## config.mk

```make
export PLATFORM = sky130hd
export DESIGN_NAME = fird_cell
export DESIGN_NICKNAME = d
export VERILOG_FILES = /design/src/sv/fir_decimator_assert.svh /design/src/sv/fird_pkg.sv /design/src/sv/fird_cell.sv
export SDC_FILE = /design/constraint.sdc
export NUM_CORES = 1
export LEC_CHECK = 0
export BUFFER_PORTS_ARGS = -buffer_cell sky130_fd_sc_hd__buf_2
export CAP_MARGIN = 10
export CORE_UTILIZATION = 46
export CTS_BUF_LIST = sky130_fd_sc_hd__clkbuf_4 sky130_fd_sc_hd__clkbuf_8
export DETAILED_ROUTE_END_ITERATION = 7
export PLACE_DENSITY = 0.95
export SLEW_MARGIN = 15
export SYNTH_ARGS = -nofsm -noshare
export SYNTH_HDL_FRONTEND = slang
export SYNTH_SLANG_ARGS = --single-unit
```

## constraint.sdc

```tcl
create_clock -name clk_i -period 2.5 [get_ports clk_i]
set_clock_uncertainty 0.2 [all_clocks]
set_input_delay 0.25 -clock clk_i [delete_from_list [all_inputs] [get_ports clk_i]]
set_output_delay 0.25 -clock clk_i [all_outputs]
set_load 0.02 [all_outputs]
```

## src/sv/fir_decimator_assert.svh

```systemverilog
// Assertion macros for the FIR decimator.
// FIRD_ASSERT_IMP: same-cycle implication, FIRD_ASSERT_NXT: next-cycle implication.
// Both sample on clk_i and are off while rst_ni is low.
`ifndef FIR_DECIMATOR_ASSERT_SVH
`define FIR_DECIMATOR_ASSERT_SVH

`ifndef SYNTHESIS
`define FIRD_ASSERT_IMP(label, ante, cons) \
  label: assert property (@(posedge clk_i) disable iff (!rst_ni) (ante) |-> (cons)) \
    else $error("fir_decimator: check failed");
`define FIRD_ASSERT_NXT(label, ante, cons) \
  label: assert property (@(posedge clk_i) disable iff (!rst_ni) (ante) |=> (cons)) \
    else $error("fir_decimator: check failed");
`else
`define FIRD_ASSERT_IMP(label, ante, cons)
`define FIRD_ASSERT_NXT(label, ante, cons)
`endif

`endif

```

## src/sv/fird_pkg.sv

```systemverilog
`timescale 1ns / 1ps

package fird_pkg;

  localparam int MAX_TAPS     = 128;
  localparam int SAMPLE_WIDTH = 16;
  localparam int COEF_WIDTH   = 18;

  // fixed field and register widths
  localparam int CIDX_W     = 7;
  localparam int FACTOR_W   = 7;
  localparam int TAPS_REG_W = 8;
  localparam int PHASE_W    = 6;
  localparam int MAX_FACTOR = 64;

  localparam int IDX_W  = $clog2(MAX_TAPS);
  localparam int FILL_W = $clog2(MAX_TAPS + 1);
  localparam int CNT_W  = (FILL_W > TAPS_REG_W) ? FILL_W : TAPS_REG_W;

  localparam int PROD_W     = SAMPLE_WIDTH + COEF_WIDTH;
  localparam int ACC_W      = PROD_W + IDX_W + 1;
  localparam int FRAC_SHIFT = COEF_WIDTH - 2;

  // APB register file
  localparam int ADDR_W = 3;
  localparam int DATA_W = 32;

  localparam logic [0:0] REG_FACTOR = 1'b0;
  localparam logic [0:0] REG_TAPS   = 1'b1;

  localparam logic CMD_LOAD   = 1'b0;
  localparam logic CMD_SAMPLE = 1'b1;

  typedef logic signed [SAMPLE_WIDTH-1:0] sample_t;
  typedef logic signed [COEF_WIDTH-1:0]   coef_t;

  typedef struct packed {
    logic push;    // shift a new sample in at cell 0
    logic rotate;  // turn the ring one cell toward cell 0
  } cell_ctrl_t;

  typedef struct packed {
    logic en;      // a product is issued this cycle
    logic keep;    // tap is inside the active window
  } mac_issue_t;

endpackage

```

## src/sv/fird_cell.sv

```systemverilog
`timescale 1ns / 1ps

// One tap of the ring: a delay-line sample and its coefficient.
module fird_cell import fird_pkg::*; (
  input  logic       clk_i,
  input  cell_ctrl_t ctrl_i,
  input  logic       load_i,
  input  coef_t      load_coef_i,
  input  sample_t    shift_sample_i,  // from the neighbor closer to the input
  input  sample_t    ring_sample_i,   // from the neighbor further along the ring
  input  coef_t      ring_coef_i,
  output sample_t    sample_o,
  output coef_t      coef_o
);

  sample_t sample_q;
  coef_t   coef_q;

  always_ff @(posedge clk_i) begin
    if (ctrl_i.rotate) begin
      sample_q <= ring_sample_i;
      coef_q   <= ring_coef_i;
    end else begin
      if (ctrl_i.push) begin
        sample_q <= shift_sample_i;
      end
      if (load_i) begin
        coef_q <= load_coef_i;
      end
    end
  end

  assign sample_o = sample_q;
  assign coef_o   = coef_q;

endmodule

```

# After elaboration in Yosys (flattened, before gate mapping)
# Cells that the tools add are included.
# classes
reduce_logical,2
n_mux,4
# ops
operator,count
$mux 18,2
$mux 16,2
$reduce_bool 2->1,2
# totals
ff_bits,34
word_cells,8
input_bits,72

# Depth between registers and ports, before layout
# depth
word_depth,2
ltp_mapped,3

# Least setup slack after synthesis
# No wires, ideal clock.
# synth_timing
path_kind,in2reg
startpoint,input ctrl_i[0] in the netlist's numbering
endpoint,"register coef_q[0] (netlist: coef_o[0]), enable pin"
arrival_time_ps,954
setup_ps,296
n_path_buf,2
path_slack_ps,1051
stages,3
required_time_ps,2004
cell_sequence,buf_6 > buf_12 > or2_2
# synth_between
elab_chain_len,1
# synth_rtl
element,line_no,rtl
from (decl),fird_cell.sv:6,"input cell_ctrl_t ctrl_i,"
$reduce_bool 2->1 (no source line),-,
to (signal assigned),fird_cell.sv:22,coef_q <= ring_coef_i;
to (signal assigned),fird_cell.sv:28,coef_q <= load_coef_i;
to (decl),fird_cell.sv:17,coef_t coef_q;
# Every way passes these cells.
# A chain may end at the register's enable or synchronous reset.

# Worst setup path in the final report
# layout_timing
startpoint,input ctrl_i[0] in the netlist's numbering
endpoint,register coef_q[15] (netlist: coef_o[15]) (data pin)
# layout_between
elab_chain_len,1
# layout_rtl
element,line_no,rtl
$mux 18,fird_cell.sv:20,if (ctrl_i.rotate) begin
# Every way passes these cells.

==> flow_metrics.tcl <==
set metrics [dict create \
    finalCriticalPeriod_ns 1.874 \
    fin_crit_sh_pct 74.98 \
    holdWs_ns 0.01974 \
    syn_avg_cell_area_sq_um 21.52 \
    endpoint_kind "register" \
    required_ns 2.38 \
    cts_resized 0 \
    finalSetupViolations 0 \
    crit_chain "buf_2 -> buf_12 -> mux2_4 -> dlygate4sd3_1" \
    start_util_pct 47.73 \
    drt_pre_antenna_iters 4 \
    rsz0062_at_grt "no" \
    setup_tns_ns 0 \
    vias_per_cell 4.545 \
    cts_made_buffers 5 \
    overflow 0 \
    critPathMaxStageDelay_ns 0.55 \
    cts_sinks 34 \
    ys_seq_area_share_pct 64.10 \
    antenna_found_initial 0 \
    std_cell_rows 21 \
    dieArea_sq_mm 0.003702 \
    finalPower_mw 1.393 \
    syn_area_sq_mm 0.001593 \
    place_congestion 0.6153 \
    timing.critical_path.arrival_ns 1.76 \
    slew_headroom_pct 70.02 \
    status "finished, final reports clean" \
    die_h_microns 60.85 \
    crit_path_max_fanout 20 \
    drtAntennaViolNets 0 \
    power.density_mw_per_mm2 624.2 \
    drive_gt1_share_pct 80.21 \
    grtUsageTotal_pct 15.91 \
    clockRootBuffer "clkbuf_4" \
    routed_wl_microns 3050 \
    slowest_stage "dlygate4sd3_1" \
    worst-setup-path-type "primary input to register" \
    yosys.cell_types.count 6 \
    whs_endpoint "coef_o[3]" \
    grt_max_degree 21 \
    io_buffers 105 \
    area_growth_pct 40.14 \
    drtIter0Drc 48 \
    leakagePower_nw 1.085 \
    syn_inst 74 \
    slew_violations 0 \
    instances_no_fill 233 \
    clk_path_buf_depth 2 \
    tightest_slew_ns 0.4497 \
    vias 1059 \
    grt_pass1_vias 928 \
    dp.cells 222 \
    clkTransAtPathRegs_ns 0.10 \
    synth_fp_nets 146 \
    peakVddDrop_uv 406.3 \
    die_w_microns 60.85 \
    n_antenna_cell 0 \
    hold_viol 0 \
    ys_ff_latch 34 \
    holdPathStages 2 \
    tritoncts "built" \
    drc 0 \
    max_cap_violations 0 \
    htree_num_levels 2 \
    core_area_sq_mm 0.003337 \
    ys_warn_count 0 \
    clock.fmax_ghz 0.5335 \
    ioPinCount 106 \
    hp-class "primary input to register" \
    final_util_pct 66.89 \
    min_from "load_coef_i[3]" \
    nNetsFinal 258 \
    drt-wirelength-per-cell_microns 13.09 \
    grt_pass1_wl_microns 3946 \
    critPathLaunchType "primary input" \
    worstSetupStartpoint "ctrl_i[0]" \
]
cell usage after synthesis, drive strengths merged:
cell type / n / area (sq um)
edfxtp: 34 / 1021
mux2: 34 / 488.0
buf: 4 / 71.32
or2: 2 / 12.51
through the flow:
stage,instance area (sq um),setup WS (ns)
after global placement,2125,0.8104
after floorplan,1593,1.051
final,2232,0.6256
after global routing,2232,0.5860
after detailed placement,2125,0.7973
after CTS,2202,1.145
per-layer routing:
| metal | track usage [%] | vias to the layer above | wire length [microns] |
|---|---|---|---|
| met2 | 30.30 | 66 | 1723 |
| met4 | 9.740 | 0 | 42 |
| met5 | 0 | - | 0 |
| li1 | - | 510 | - |
| met3 | 7.676 | 4 | 304 |
| met1 | 12.71 | 479 | 980 |
power breakdown:
part / switching, mW / internal [mW]
Combinational: 0.152 / 0.146
Sequential: 0.0138 / 0.699
Clock: 0.176 / 0.207
cell type report:
type	instances	area, sq um
Fill cell	247	1105
Sequential cell	34	1021
Timing Repair Buffer	109	575.6
Multi-Input combinational cell	36	500.5
Tap cell	46	57.56
Clock inverter	3	40.04
Clock buffer	5	37.54
how the worst max path moves through the flow:
stage                              to  cells after the start
final                      coef_o[15]                      4
after detailed placement   coef_o[16]                      2
after global placement     coef_o[12]                      3
after CTS                 sample_o[3]                      1
after floorplan             coef_o[0]                      3
after global routing       coef_o[15]                      4
cells by family (layout without fill, tap and decap cells):
family / after synthesis / count (layout) / share of synthesized area (%)
flip-flops: 34 / 34 / 64.10
multiplexers: 34 / 34 / 30.64
AND/OR/NAND/NOR: 2 / 2 / 0.7854
buffers and inverters: 4 / 117 / 4.478
registers in the layout (all words and copies together) (netlist names):
name	cells
sample_o	16
coef_o	18
layout by cell type (no fill, tap or decap), drive strengths merged:
master       instances
dlygate4sd3          3
or2                  2
buf                106
edfxtp              34
clkinv               2
clkbuf               5
mux2                34
bufinv               1
critical path, delay by kind of cell:
kind | cells | cell delay [ns]
multiplexers | 1 | 0.31
buffers and inverters | 3 | 1.18
repair_timing:
item,4_1_cts,5_1_grt
hold buffers,0,3
setup buffers,0,0
setup endpoints to repair,0,0
hold endpoints to repair,0,2
No activity file was read; power rests on OpenSTA's default activity.
