$ cat config.mk
export PLATFORM = sky130hd
export DESIGN_NAME = fird_mac
export DESIGN_NICKNAME = d
export VERILOG_FILES = /design/src/sv/fir_decimator_assert.svh /design/src/sv/fird_pkg.sv /design/src/sv/fird_mac.sv
export SDC_FILE = /design/constraint.sdc
export NUM_CORES = 1
export LEC_CHECK = 0
export BUFFER_PORTS_ARGS = -buffer_cell sky130_fd_sc_hd__buf_4
export CAP_MARGIN = 30
export CELL_PAD_IN_SITES_DETAIL_PLACEMENT = 1
export CELL_PAD_IN_SITES_GLOBAL_PLACEMENT = 1
export CORE_MARGIN = 5
export CORE_UTILIZATION = 54
export DETAILED_ROUTE_END_ITERATION = 8
export GPL_ROUTABILITY_DRIVEN = 1
export GPL_TIMING_DRIVEN = 0
export PLACE_DENSITY_LB_ADDON = 0.1
export SETUP_SLACK_MARGIN = 0.1
export SLEW_MARGIN = 10
export SYNTH_ARGS = -nofsm -noshare
export SYNTH_HDL_FRONTEND = slang
export SYNTH_SLANG_ARGS = --single-unit
export TNS_END_PERCENT = 5
$ cat constraint.sdc
create_clock -name clk_i -period 5.8 [get_ports clk_i]
set_input_delay 0.29 -clock clk_i [delete_from_list [all_inputs] [get_ports clk_i]]
set_output_delay 0.29 -clock clk_i [all_outputs]
set_load 0.01 [all_outputs]
$ cat src/sv/fir_decimator_assert.svh
// Assertion macros for the FIR decimator.
// FIRD_ASSERT_IMP: same-cycle implication, FIRD_ASSERT_NXT: next-cycle implication.
// Both sample on clk_i and are off while rst_ni is low.
`ifndef FIR_DECIMATOR_ASSERT_SVH
`define FIR_DECIMATOR_ASSERT_SVH

`ifndef SYNTHESIS
`define FIRD_ASSERT_IMP(label, ante, cons) \
  label: assert property (@(posedge clk_i) disable iff (!rst_ni) (ante) |-> (cons)) \
    else $error("fir_decimator: check failed");
`define FIRD_ASSERT_NXT(label, ante, cons) \
  label: assert property (@(posedge clk_i) disable iff (!rst_ni) (ante) |=> (cons)) \
    else $error("fir_decimator: check failed");
`else
`define FIRD_ASSERT_IMP(label, ante, cons)
`define FIRD_ASSERT_NXT(label, ante, cons)
`endif

`endif

$ cat src/sv/fird_pkg.sv
`timescale 1ns / 1ps

package fird_pkg;

  localparam int MAX_TAPS     = 128;
  localparam int SAMPLE_WIDTH = 16;
  localparam int COEF_WIDTH   = 18;

  // fixed field and register widths
  localparam int CIDX_W     = 7;
  localparam int FACTOR_W   = 7;
  localparam int TAPS_REG_W = 8;
  localparam int PHASE_W    = 6;
  localparam int MAX_FACTOR = 64;

  localparam int IDX_W  = $clog2(MAX_TAPS);
  localparam int FILL_W = $clog2(MAX_TAPS + 1);
  localparam int CNT_W  = (FILL_W > TAPS_REG_W) ? FILL_W : TAPS_REG_W;

  localparam int PROD_W     = SAMPLE_WIDTH + COEF_WIDTH;
  localparam int ACC_W      = PROD_W + IDX_W + 1;
  localparam int FRAC_SHIFT = COEF_WIDTH - 2;

  // APB register file
  localparam int ADDR_W = 3;
  localparam int DATA_W = 32;

  localparam logic [0:0] REG_FACTOR = 1'b0;
  localparam logic [0:0] REG_TAPS   = 1'b1;

  localparam logic CMD_LOAD   = 1'b0;
  localparam logic CMD_SAMPLE = 1'b1;

  typedef logic signed [SAMPLE_WIDTH-1:0] sample_t;
  typedef logic signed [COEF_WIDTH-1:0]   coef_t;

  typedef struct packed {
    logic push;    // shift a new sample in at cell 0
    logic rotate;  // turn the ring one cell toward cell 0
  } cell_ctrl_t;

  typedef struct packed {
    logic en;      // a product is issued this cycle
    logic keep;    // tap is inside the active window
  } mac_issue_t;

endpackage

$ cat src/sv/fird_mac.sv
`timescale 1ns / 1ps

// Multiply at the ring head, accumulate, then round half up and saturate.
module fird_mac import fird_pkg::*; (
  input  logic       clk_i,
  input  logic       rst_ni,
  input  logic       clr_i,
  input  mac_issue_t issue_i,
  input  sample_t    sample_i,
  input  coef_t      coef_i,
  output sample_t    result_o,
  output logic       saturated_o
);

  localparam int Q_W = ACC_W - FRAC_SHIFT + 1;

  localparam logic [ACC_W:0]          RND_HALF = (ACC_W + 1)'(1) << (FRAC_SHIFT - 1);
  localparam logic signed [Q_W-1:0]   SAT_HI   = Q_W'(2 ** (SAMPLE_WIDTH - 1) - 1);
  localparam logic signed [Q_W-1:0]   SAT_LO   = Q_W'(-(2 ** (SAMPLE_WIDTH - 1)));

  logic signed [PROD_W-1:0] prod_w;
  logic signed [PROD_W-1:0] prod_q;
  logic                     prod_vld_q;
  logic signed [ACC_W-1:0]  acc_q;

  logic        [ACC_W:0]    rnd_x;
  logic signed [Q_W-1:0]    q_w;

  assign prod_w = PROD_W'(sample_i) * PROD_W'(coef_i);

  always_ff @(posedge clk_i or negedge rst_ni) begin
    if (!rst_ni) begin
      prod_vld_q <= 1'b0;
    end else begin
      prod_vld_q <= issue_i.en;
    end
  end

  always_ff @(posedge clk_i) begin
    prod_q <= issue_i.keep ? prod_w : '0;
    if (clr_i) begin
      acc_q <= '0;
    end else if (prod_vld_q) begin
      acc_q <= acc_q + ACC_W'(prod_q);
    end
  end

  // floor shift of the sign-extended sum plus one half LSB
  always_comb begin
    rnd_x = {acc_q[ACC_W-1], acc_q} + RND_HALF;
    q_w   = rnd_x[ACC_W:FRAC_SHIFT];
    if (q_w > SAT_HI) begin
      result_o    = SAT_HI[SAMPLE_WIDTH-1:0];
      saturated_o = 1'b1;
    end else if (q_w < SAT_LO) begin
      result_o    = SAT_LO[SAMPLE_WIDTH-1:0];
      saturated_o = 1'b1;
    end else begin
      result_o    = q_w[SAMPLE_WIDTH-1:0];
      saturated_o = 1'b0;
    end
  end

endmodule

[Word-level counts from Yosys, hierarchy flattened]
Index checks and enable logic that the tools add are counted.
Widths: inputs -> output; s select.
Operators by class
  add/sub/neg operators: 2
  $mul: 1
  divide/modulo/power cells: 0
  magnitude comparators: 2
  eq/ne operators: 0
  shift operators: 0
  muxes and demuxes: 4
  bitwise logic cells: 0
  reductions and logical operators: 0
Operators by type and width (count)
  $add 42x17->43 const B: 1
  $add 42x34->42: 1
  $mul 16x18->34: 1
  $mux 16: 2
  $gt 27x16->1 const B: 1
  $lt 27x16->1 const B: 1
  $mux 1: 2
Storage, ports and cells
  bits in registers: 77
  latch bits: 0
  bits in writable memories: 0
  memory bits (read-only): 0
  bits of input ports: 39
  output and inout port bits: 17
  logic and storage cells: 12
  memories kept: 0

[Logic depth before layout (Yosys ltp)]
  depth after elaboration: 4
  depth in mapped cells: 26
  gate-level depth less buffers: 25

[Worst setup path after synthesis]
Ideal clock, no wire load.
  path kind: input port to flip-flop
  start point: in sample_i[8]
  end point: reg prod_q[33]
  setup time: 128 ps
  data arrival time: 6117 ps
  required time: 5672 ps
  path slack: -445 ps
  stages: 23
  path buffers: 2
  cell sequence: clkbuf_1 > clkbuf_1 > nand2_1 > fa_1 > inv_1 > fa_1 > inv_1 > fa_1 > inv_1 > fa_1 > fa_1 > inv_1 > fa_1 > inv_1 > ha_1 > and3_1 > a221o_1 > a221o_1 > a21oi_2 > a311oi_1 > a311oi_2 > xnor2_1 > nor2_1
Between the ends
  longest elaborated chain between the ends: 1
Ends and longest elaborated chain
  from (decl): line fird_mac.sv:9  | input sample_t sample_i,
  $mul 16x18->34: line fird_mac.sv:29  | assign prod_w = PROD_W'(sample_i) * PROD_W'(coef_i);
  to (signal assigned): line fird_mac.sv:40  | prod_q <= issue_i.keep ? prod_w : '0;
  to (decl): line fird_mac.sv:22  | logic signed [PROD_W-1:0] prod_q;
No other way between the ends.
A chain may end at the register's enable or synchronous reset.

[Worst setup path after layout]
  start point: in sample_i[11]
  end point: reg prod_q[31]
The elaborated chain is that of the path after synthesis.

==> results.toml <==
[worst_setup_path]
cp.required_ps = 6010
r2r-start = "prod_q[0]$_SDFF_PN0_"
critPathCaptureType = "flop"
critPathMostFrequentCell = "fa_1"
crit_family = "adder cells"
path_buf_inv = 6
worstReg2RegEnd = "acc_q[34]$_SDFFE_PP0P_"
critPathSlowestCell = "fa_2"
crit_type = "in2reg"
crit_path_max_incr_delay_ps = 620
start_kind = "input pin"
worstRegToRegCells = 13
crit_arrival_ps = 6330
rrSetupSlack_ps = 2180
cp_max_fo = 9
path_cells = "clkbuf_8 -> and2_1 -> fa_1 -> inv_1 -> fa_1 -> inv_2 -> fa_2 -> fa_1 -> fa_1 -> inv_2 -> fa_1 -> inv_2 -> ha_4 -> and3_4 -> a221o_1 -> a221o_1 -> a21oi_2 -> a311oi_2 -> buf_4 -> a31oi_1 -> xor2_1 -> nor2_1"

[timing]
finalSetupViolCount = 12
final_hold_viol_count = 0
drv_slew = 0
min_period_ps = 6110
worst_slew_pin_slew_ps = 775
setup_ws_ps = -314
period_share_pct = 105
slew_headroom_pct = 48.4
max_clock_freq_ghz = 0.164
clock_skew_ps = 6.80
rsz0062_at_grt = "yes"

[drt]
firstDrtPassIters = 5
drtAntennaViolNets = 0
wirelength_mm = 60.2
via_per_inst = 6.01
drc = 0
wl_per_cell_um = 25.4
dr_total_vias = 14200
first_iter_violations = 978

[synthesis]
synthCells = 1862
synth_top_area_share_pct = 36.2
synthFlopType = "dfxtp_1"
async_flop_share_pct = 1.30
ys_warn_count = 0
synth_most_common_cell = "inv_1"
synth_edf_count = 0
syn_avg_cell_area_um2 = 8.63
synthTopCellsByCount = "387 x inv_1, 291 x fa_1, 182 x nand2_1, 145 x and2_1, 128 x ha_1"
yosys.area.top_type = "fa_1"
synthDistinctLibCells = 74
ys_ff_latch = 77
seq_area_frac_synth_pct = 9.62
syn_nets = 2320
syn-cell-area_um2 = 16100
synthTopCellsByArea = "fa_1 36%, ha_1 10%, dfxtp_1 9.5%, inv_1 9.0%, and2_1 5.6%"

[floorplan]
start_util_pct = 54.5
die_x_um = 183
ios = 56
die_h_um = 183
row_count = 63
die_area_um2 = 33300
core_um2 = 29500

[layout]
antenna_cells = 0
fin_nets = 2432
layout-drive-gt1-share_pct = 14.8
area_growth_pct = 17.2
final_util_pct = 63.9

[global_route]
grt_pass1_vias = 16100
grt_max_degree = 13
globalRouteOverflowTotal = 0
grt_pass1_wl_mm = 90.8
grt_usage_pct = 35.3
antenna_found_initial = 0

[clock_tree]
clockBufferDepth = 2
cts_buffers = 9
clk_pin_slew_ps = 60
clkLatencyLatePin_ps = 350
htree_levels = 3
cts.sinks = 77
cts_tree = "built"
cts_root_buf = "clkbuf_16"

[placed_design]
port_buffers = 49
hpwl_mm = 40.7
place_congestion = 0.927

[worst_hold_path]
min_to = "prod_vld_q$_DFF_PN0_"
min_from = "issue_i[1]"
worstHoldPathCells = 1
hold_class = "in2reg"

[status]
status = "complete, but fails checks"
violations = "setup timing"

[job]
cap_violations = 0
sequential cells by signal (all words and copies together) (netlist names):
register    count
prod_vld_q      1
prod_q         34
acc_q          42
final cells by class:
cell class / instances / area, µm²
sequential: 77 / 1550
tap: 390 / 488
clock buffer: 11 / 253
multi-input combinational: 1330 / 13300
fill: 3350 / 10600
inverter: 387 / 1460
buffer: 68 / 847
timing repair buffer: 101 / 870
clock inverter: 4 / 47.5
cell families (layout without fill, tap and decap cells):
logic type	count (synthesis)	count (layout)	share of synthesized area (%)
adders and majority gates	419	419	46.2
DFF	77	77	9.62
xor gates and xnor gates	78	78	4.25
buffers and inverters	455	571	10.7
AOI/OAI and AO/OA	248	248	10.1
and+or+nand+nor	559	559	17.6
muxes	26	26	1.62
layout by cell type, fill, tap and decap left out, types with 7 or more instances in the layout:
master and instances:
buf_4 78, o21bai_1 7, nand2_1 176, inv_1 358, clkbuf_16 28, o21ai_0 40
clkbuf_1 21, inv_2 26, dfxtp_1 76, nor2_2 9, a31oi_1 11, xnor2_1 43
nor2b_1 7, fa_2 19, a21o_1 39, o22ai_1 7, buf_6 18, mux2i_1 26
ha_4 15, fa_1 272, xor2_1 35, nand2b_1 26, o21a_1 11, nor3_1 13
a211oi_1 14, clkbuf_8 17, and2_4 10, nor2_1 91, and3_1 12, o21ai_1 7
ha_1 112, nand4_1 14, a21oi_2 10, a21oi_1 56, nand3_1 17, and2_1 135
how the worst max path moves through the flow:
stage	startpoint	end	slack, ps	depth (start not counted)
floorplan	sample_i[5]	prod_q[33]$_SDFF_PN0_	100	21
global placement	coef_i[3]	prod_q[32]$_SDFF_PN0_	-760	22
detailed placement	coef_i[3]	prod_q[32]$_SDFF_PN0_	-920	22
CTS	coef_i[6]	prod_q[33]$_SDFF_PN0_	-140	25
global route	coef_i[0]	prod_q[28]$_SDFF_PN0_	-440	26
finish	sample_i[11]	prod_q[31]$_SDFF_PN0_	-310	22
layer usage:
metal	wire [µm]	global-route usage, %
met1	21600	40.0
met2	30500	62.9
met3	3990	5.96
met4	4080	19.4
met5	0	0
metrics by stage:
step	setup WS (ps)	cell area [µm²]	TNS (ps)	hold WS [ps]	std cells
3_5_place_dp	-922	17400	-12130	68.3	2301
4_1_cts	-136	18600	-641	40.7	2359
2_1_floorplan	97.6	16500	0	-5.59	1862
5_1_grt	-439	18800	-3540	44.3	2368
3_3_place_gp	-761	17400	-8770	65.2	2301
6_report	-314	18800	-2220	55.9	2368
repair_timing:
item / CTS / global route
hold buffers: 1 / 0
pin swaps: 64 / 71
endpoints found under the hold margin: 1 / 0
gates resized for setup: 123 / 71
gates cloned: 3 / 1
buffers inserted: 39 / 8
endpoints found under the setup margin: 16 / 17
Power is left out: the tool's default activity adds up to more than one toggle a clock period on the data nets, which glitch-free logic cannot reach.
